--- config.mk ---
export PLATFORM = sky130hd
export DESIGN_NAME = deq_ctrl
export DESIGN_NICKNAME = d
export VERILOG_FILES = /design/src/deq_pkg.sv /design/src/deq_ctrl.sv
export VERILOG_INCLUDE_DIRS = /design/src /design/src/src
export SDC_FILE = /design/constraint.sdc
export NUM_CORES = 1
export LEC_CHECK = 0
export ABC_CLOCK_PERIOD_IN_PS = 1560
export BUFFER_PORTS_ARGS = -buffer_cell sky130_fd_sc_hd__buf_4
export CORE_AREA = 4 4 41 43
export CTS_CLUSTER_SIZE = 20
export DETAILED_ROUTE_END_ITERATION = 7
export DIE_AREA = 0 0 45 47
export MAX_ROUTING_LAYER = met4
export SLEW_MARGIN = 30
export SYNTH_ARGS = -nofsm -noshare
export SYNTH_HDL_FRONTEND = slang
export SYNTH_SLANG_ARGS = --single-unit
export TNS_END_PERCENT = 30
--- constraint.sdc ---
create_clock -name clk -period 1.56 [get_ports clk]
set_clock_uncertainty 0.2 [all_clocks]
set_input_delay 0.078 -clock clk [delete_from_list [all_inputs] [get_ports clk]]
set_output_delay 0.078 -clock clk [all_outputs]
set_load 0.02 [all_outputs]
--- src/assert_macros.svh ---
// Assertion macros shared by the queue RTL modules.
`ifndef ASSERT_MACROS_SVH
`define ASSERT_MACROS_SVH

// Check that a condition holds at every clock edge outside reset.
`define DEQ_ASSERT(label, cond) \
  label: assert property (@(posedge clk) disable iff (rst) (cond)) \
    else $error("%m: check failed");

// Check that an antecedent is followed by a consequent in the next cycle.
`define DEQ_ASSERT_NEXT(label, ante, cons) \
  label: assert property (@(posedge clk) disable iff (rst) (ante) |=> (cons)) \
    else $error("%m: sequence check failed");

`endif

--- src/deq_pkg.sv ---
// Package with transaction types, operation and status codes for the queue.
package deq_pkg;

  localparam logic [2:0] OP_PUSH_BACK  = 3'd0;
  localparam logic [2:0] OP_PUSH_FRONT = 3'd1;
  localparam logic [2:0] OP_POP_BACK   = 3'd2;
  localparam logic [2:0] OP_POP_FRONT  = 3'd3;
  localparam logic [2:0] OP_READ       = 3'd4;

  localparam logic [1:0] ST_OK    = 2'd0;
  localparam logic [1:0] ST_EMPTY = 2'd1;
  localparam logic [1:0] ST_RANGE = 2'd2;
  localparam logic [1:0] ST_FULL  = 2'd3;

  typedef struct packed {
    logic [2:0]         operation;
    logic signed [31:0] push_value;
    logic [7:0]         position;
  } cmd_t;

  typedef struct packed {
    logic signed [31:0] read_value;
    logic [1:0]         status;
    logic [8:0]         count_now;
  } rsp_t;

  // Controller to datapath commands.
  typedef struct packed {
    logic load;   // capture the incoming command
    logic exec;   // update pointers, access the store, load the response
    logic fill;   // move store read data into the response
  } ctl_t;

  // Datapath to controller status.
  typedef struct packed {
    logic read_hit;  // captured command is a read inside the held range
  } sts_t;

endpackage

--- src/deq_ctrl.sv ---
// Sequencing state machine for the queue: handshakes and datapath commands.
`include "assert_macros.svh"

module deq_ctrl (
  input  logic          clk,
  input  logic          rst,
  input  logic          cmd_valid,
  output logic          cmd_stall,
  output logic          rsp_valid,
  input  logic          rsp_stall,
  input  deq_pkg::sts_t sts,
  output deq_pkg::ctl_t ctl
);

  typedef enum logic [3:0] {
    S_IDLE   = 4'b0001,
    S_EXEC   = 4'b0010,
    S_RDWAIT = 4'b0100,
    S_RESP   = 4'b1000
  } state_t;

  state_t state, state_next;

  always_comb begin
    state_next = state;
    case (state)
      S_IDLE: begin
        if (cmd_valid) state_next = S_EXEC;
      end
      S_EXEC: begin
        state_next = sts.read_hit ? S_RDWAIT : S_RESP;
      end
      S_RDWAIT: begin
        state_next = S_RESP;
      end
      S_RESP: begin
        if (!rsp_stall) state_next = S_IDLE;
      end
      default: begin
        state_next = S_IDLE;
      end
    endcase
  end

  always_ff @(posedge clk) begin
    if (rst) begin
      state <= S_IDLE;
    end else begin
      state <= state_next;
    end
  end

  assign cmd_stall = rst || (state != S_IDLE);
  assign rsp_valid = (state == S_RESP);
  assign ctl.load  = (state == S_IDLE) && cmd_valid && !rst;
  assign ctl.exec  = (state == S_EXEC);
  assign ctl.fill  = (state == S_RDWAIT);

  `DEQ_ASSERT_NEXT(a_accept_exec, cmd_valid && !cmd_stall, state == S_EXEC)
  `DEQ_ASSERT_NEXT(a_hit_waits, ctl.exec && sts.read_hit, ctl.fill && !rsp_valid)

endmodule

==> results of run 1 <==
per-stage QoR:
| step | util | hold WS [ns] | instances | setup WS, ns |
|---|---|---|---|---|
| floorplan | - | 0.0239 | 31 | 0.0599 |
| global placement | 0.282 | 0.126 | 54 | 0.0859 |
| detailed placement | 0.282 | 0.127 | 54 | 0.0942 |
| CTS | 0.364 | 0.0314 | 64 | 0.00908 |
| global route | 0.389 | 0.0607 | 64 | -0.0317 |
| finish | 0.389 | 0.0427 | 64 | 0.00838 |
critical path, cell delays in order (launching register included):
cell	delay [ns]
dfxtp_4	0.34
nor4_4	0.27
buf_4	0.15
and3_4	0.16
buf_6	0.11
power by group through the flow:
stage | Clock [mW] | Sequential (mW) | Combinational, mW
CTS | 0.137 | 0.132 | 0.175
global route | 0.143 | 0.140 | 0.209
floorplan | 0 | 0.120 | 0.123
finish | 0.129 | 0.138 | 0.193
detailed placement | 0 | 0.138 | 0.147
global placement | 0 | 0.138 | 0.147
area by class of cell:
class                           instances  area, um^2  area share
Tap cell                               15        18.8      0.0370
Timing Repair Buffer                   18         146       0.289
Clock buffer                            3        22.5      0.0444
Inverter                                2        7.51      0.0148
Sequential cell                         4        92.6       0.183
Multi-Input combinational cell         22         219       0.432
timing repair:
item / CTS / global route
pin swaps: 2 / 1
endpoints found under the hold margin: 4 / 0
setup buffers: 4 / 0
gates resized for setup: 9 / 5
setup endpoints to repair: 2 / 6
hold buffers: 3 / 0
cells by family after synthesis:
family                 count (synthesis)
AOI/OAI and AO/OA                      8
and+or+nand+nor                       14
buffers and inverters                  5
DFF                                    4
worst max-delay path by stage:
stage               endpoint  slack [ns]  cells after the start
floorplan           state[0]        0.06                      3
global route          ctl[2]       -0.03                      4
CTS                   ctl[2]       0.009                      4
detailed placement  state[3]        0.09                      3
finish                ctl[2]       0.008                      4
global placement      ctl[2]        0.09                      5
layer usage:
layer / vias to the layer above / global-route usage
li1: 156 / -
met1: 155 / 0.118
met2: 11 / 0.147
met3: 0 / 0.0307
met4: 0 / 0.0702
met5: - / -
cell usage after synthesis, types with 2 or more instances:
master    n  area [um^2]
and3_1    3         18.8
dfxtp_1   4         80.1
inv_1     2         7.51
buf_4     2         15.0
nor3_1    2         10.0
nand3b_1  2         15.0
==> results.toml, run 1 <==
[placed_design]
place_congestion = 0.732
post-dp-hpwl_um = 486
placed_area_um2 = 367
portBuffers = 9

[timing]
fin_tns_setup_ns = 0
max_freq_mhz = 644
finalCritPeriodShare = 0.995
rsz0062_at_grt = "true"
final_max_slew_viol_count = 0
min_period_ns = 1.55
finalSetupViolations = 0
hold_violations = 0
slew_headroom = 0.802
worst_pin_slew_ns = 0.295

[worst_setup_path]
cp_max_fo = 3
end_kind = "output port"
start_kind = "register"
ff2ff_path_depth = 4
regToRegEndpoint = "state[3]"
r2r_start = "state[2]"
path_class = "register to output port"
critPathArrivalTime_ns = 1.27
required_ns = 1.28
r2r_slack_ns = 0.02
crit_start = "state[1]"

[clock_tree]
insertion_delay_ns = 0.23
clock-root-buffer = "clkbuf_4"
cts-buffers-inserted = 3
clock_sinks = 4
path_clk_slew_ns = 0.04
cts_tree = "done"
cts_buffer_depth = 2
h-tree-depth = 1

[run_status]
outcome = "finished, final reports clean"

[layout]
diodes = 0
area_growth_pct = 76.9
nNetsFinal = 56
final_cell_mix = "buf_4 (14), clkbuf_4 (3), dlygate4sd3_1 (3), dfxtp_4 (3)"
layout_commonest_cell = "buf_4"
nFillCells = 140
drive_gt1_frac = 0.612
final_area_um2 = 507
regMostFlops = "state"
top_regs = "state x4"
largest_reg_flops = 4

[logic_synthesis]
ys.warnings.count = 0
synth_edf_count = 0
syn-cell-area_um2 = 287
synthFlopType = "dfxtp_1"
async_flop_share = 0
synthMuxAreaShare = 0
synth-compound-area-share = 0.231
ys_types = 22
synthAdderAreaFrac = 0
synthCells = 31
seq_area_frac_synth = 0.279
synth_top_family_by_area = "simple AND/OR/NAND/NOR gates"
synth-simple-area-share = 0.371
yosys_register_bits = 4
synth.avg_cell_area_um2 = 9.24
syn_nets = 36
synthXorXnorAreaFrac = 0

[grt]
grt_max_degree = 12
grt_usage = 0.101
grt-ovfl-total = 0
antenna_found_initial = 0
grt_pass1_wl_um = 1460
grt_pass1_vias = 310

[routing]
ant_nets = 0
viasPerCell = 5.03
dr.pass1.iters = 4
wirelength_um = 845
vias = 322
drc = 0
wl_met1_um = 344
top_layer_used = "met3"
detail_route.wl_per_cell_um = 13.2
met3_length_um = 56
dr_wl_met2_um = 444
drt_iter0_drc = 13

[floorplan]
start_util = 0.220
dieWidth_um = 45
ios = 10
rows = 13
core-area_um2 = 1300
fp.dieH_um = 47
dieArea_um2 = 2120

[pwr]
vdd.ir_drop.worst_mv = 0.356
swShare = 0.332
seqPwrFrac = 0.300
fin_total_pwr_mw = 0.460
p_leak_nw = 0.213
clockPowerShare = 0.281
p_comb_frac = 0.419
switchingPower_mw = 0.153
intPower_mw = 0.307
p_per_area_nw_per_um2 = 907

[min_path]
hold_end = "state[3]"
min_path_cells = 4
hold_path_class = "primary input to register"
worstHoldStart = "rsp_stall"

[flow_run]
maxCapViolations = 0
No activity file was read; power rests on OpenSTA's default activity.
==> inputs of run 2 (changes only) <==
- PLACE_DENSITY: unset -> 0.47
==> results.toml, run 2 (synthesis results as in run 1) <==
[placed_design]
post-dp-hpwl_um = 544
place_congestion = 0.835
dp_cells = 55
portBuffers = 9
placed_area_um2 = 374

[routing]
wirelength_um = 735
top_layer_used = "met3"
drt_iter0_drc = 4
met3_length_um = 21
vias = 303
detail_route.wl_per_cell_um = 11.9
viasPerCell = 4.89
dr.pass1.iters = 4
ant_nets = 0
drc = 0
wl_met1_um = 307
dr_wl_met2_um = 406

[timing]
finalCritPeriodShare = 0.994
slew_headroom = 0.797
max_freq_mhz = 645
fin_tns_setup_ns = 0
fin_hold_ws_ns = 0.0524
final_max_slew_viol_count = 0
worst_pin_slew_ns = 0.304
min_period_ns = 1.55
rsz0062_at_grt = "true"
finalSetupViolations = 0
hold_violations = 0

[layout]
nNetsFinal = 54
final_area_um2 = 454
fin_cells = 62
top_regs = "state x4"
regMostFlops = "state"
register_area_um2 = 85.1
multi_input_area_um2 = 189
final_cell_mix = "buf_4 (12), dfxtp_2 (4), clkbuf_4 (3), dlygate4sd3_1 (3)"
drive_gt1_frac = 0.596
largest_reg_flops = 4
layout_commonest_cell = "buf_4"
area_growth_pct = 58.5
nFillCells = 139
diodes = 0

[pwr]
p_leak_nw = 0.195
vdd.ir_drop.worst_mv = 0.447
p_per_area_nw_per_um2 = 953

[clock_tree]
cts_tree = "done"
h-tree-depth = 1
path_clk_slew_ns = 0.03
clock-root-buffer = "clkbuf_4"
cts-buffers-inserted = 3
insertion_delay_ns = 0.22
cts_buffer_depth = 2
clock_sinks = 4

[worst_setup_path]
critPathArrivalTime_ns = 1.27
path_class = "register to output port"
ff2ff_path_depth = 3
regToRegEndpoint = "state[3]"
start_kind = "register"
cp-endpoint = "ctl[2]"
end_kind = "output port"
crit_start = "state[0]"
required_ns = 1.28
r2r_slack_ns = 0.14
cp_max_fo = 3
r2r_start = "state[3]"

[min_path]
hold_path_class = "primary input to register"

[grt]
grt_pass1_vias = 315
grt_usage = 0.0848
grt_max_degree = 12
grt_pass1_wl_um = 1260
antenna_found_initial = 0
grt-ovfl-total = 0

[floorplan]
dieWidth_um = 45
dieArea_um2 = 2120
fp.dieH_um = 47
rows = 13
start_util = 0.220
core-area_um2 = 1300
ios = 10

[flow_run]
maxCapViolations = 0

[run_status]
outcome = "finished, final reports clean"
run 2: report_power, final:
group          internal [mW]  switching (mW)  total [mW]
Sequential             0.118          0.0239       0.142
Clock                 0.0853          0.0325       0.118
Combinational          0.100          0.0731       0.173
Total                  0.303           0.130       0.433
run 2: critical path, stage by stage (launching register included):
cell,delay (ns)
dfxtp_2,0.34
inv_2,0.04
nor4_2,0.24
buf_4,0.15
and3_4,0.16
buf_6,0.11
run 2: through the flow:
step	utilization	worst slack, ns	total power, mW
floorplan	-	0.0599	0.243
global placement	0.288	0.123	0.286
detailed placement	0.288	0.0882	0.288
CTS	0.348	-0.0185	0.437
global route	0.349	-0.0605	0.462
finish	0.349	0.00866	0.433
run 2: worst min path at each step:
stage	from	to	slack [ns]	cells after the start
floorplan	cmd_valid	state[1]	0.02	1
global placement	sts	state[2]	0.13	2
detailed placement	sts	state[2]	0.14	2
CTS	rsp_stall	state[3]	0.05	4
global route	rsp_stall	state[3]	0.05	4
finish	rsp_stall	state[3]	0.05	4
run 2: layer usage:
metal / GRT usage / vias up
met1: 0.0816 / 147
met4: 0.0351 / 0
met5: - / -
li1: - / 152
met3: 0.0230 / 0
met2: 0.158 / 4
run 2: layout make-up:
type | count | area share
Clock buffer | 3 | 0.0496
Inverter | 2 | 0.0165
Multi-Input combinational cell | 22 | 0.416
Sequential cell | 4 | 0.187
Tap cell | 15 | 0.0413
Timing Repair Buffer | 16 | 0.289
run 2: repair_timing:
action                     in CTS  in global routing
buffers inserted                1                  0
pin swaps                       2                  1
setup endpoints to repair       3                  6
hold buffers                    3                  0
resized for setup               7                  1
hold endpoints to repair        4                  0
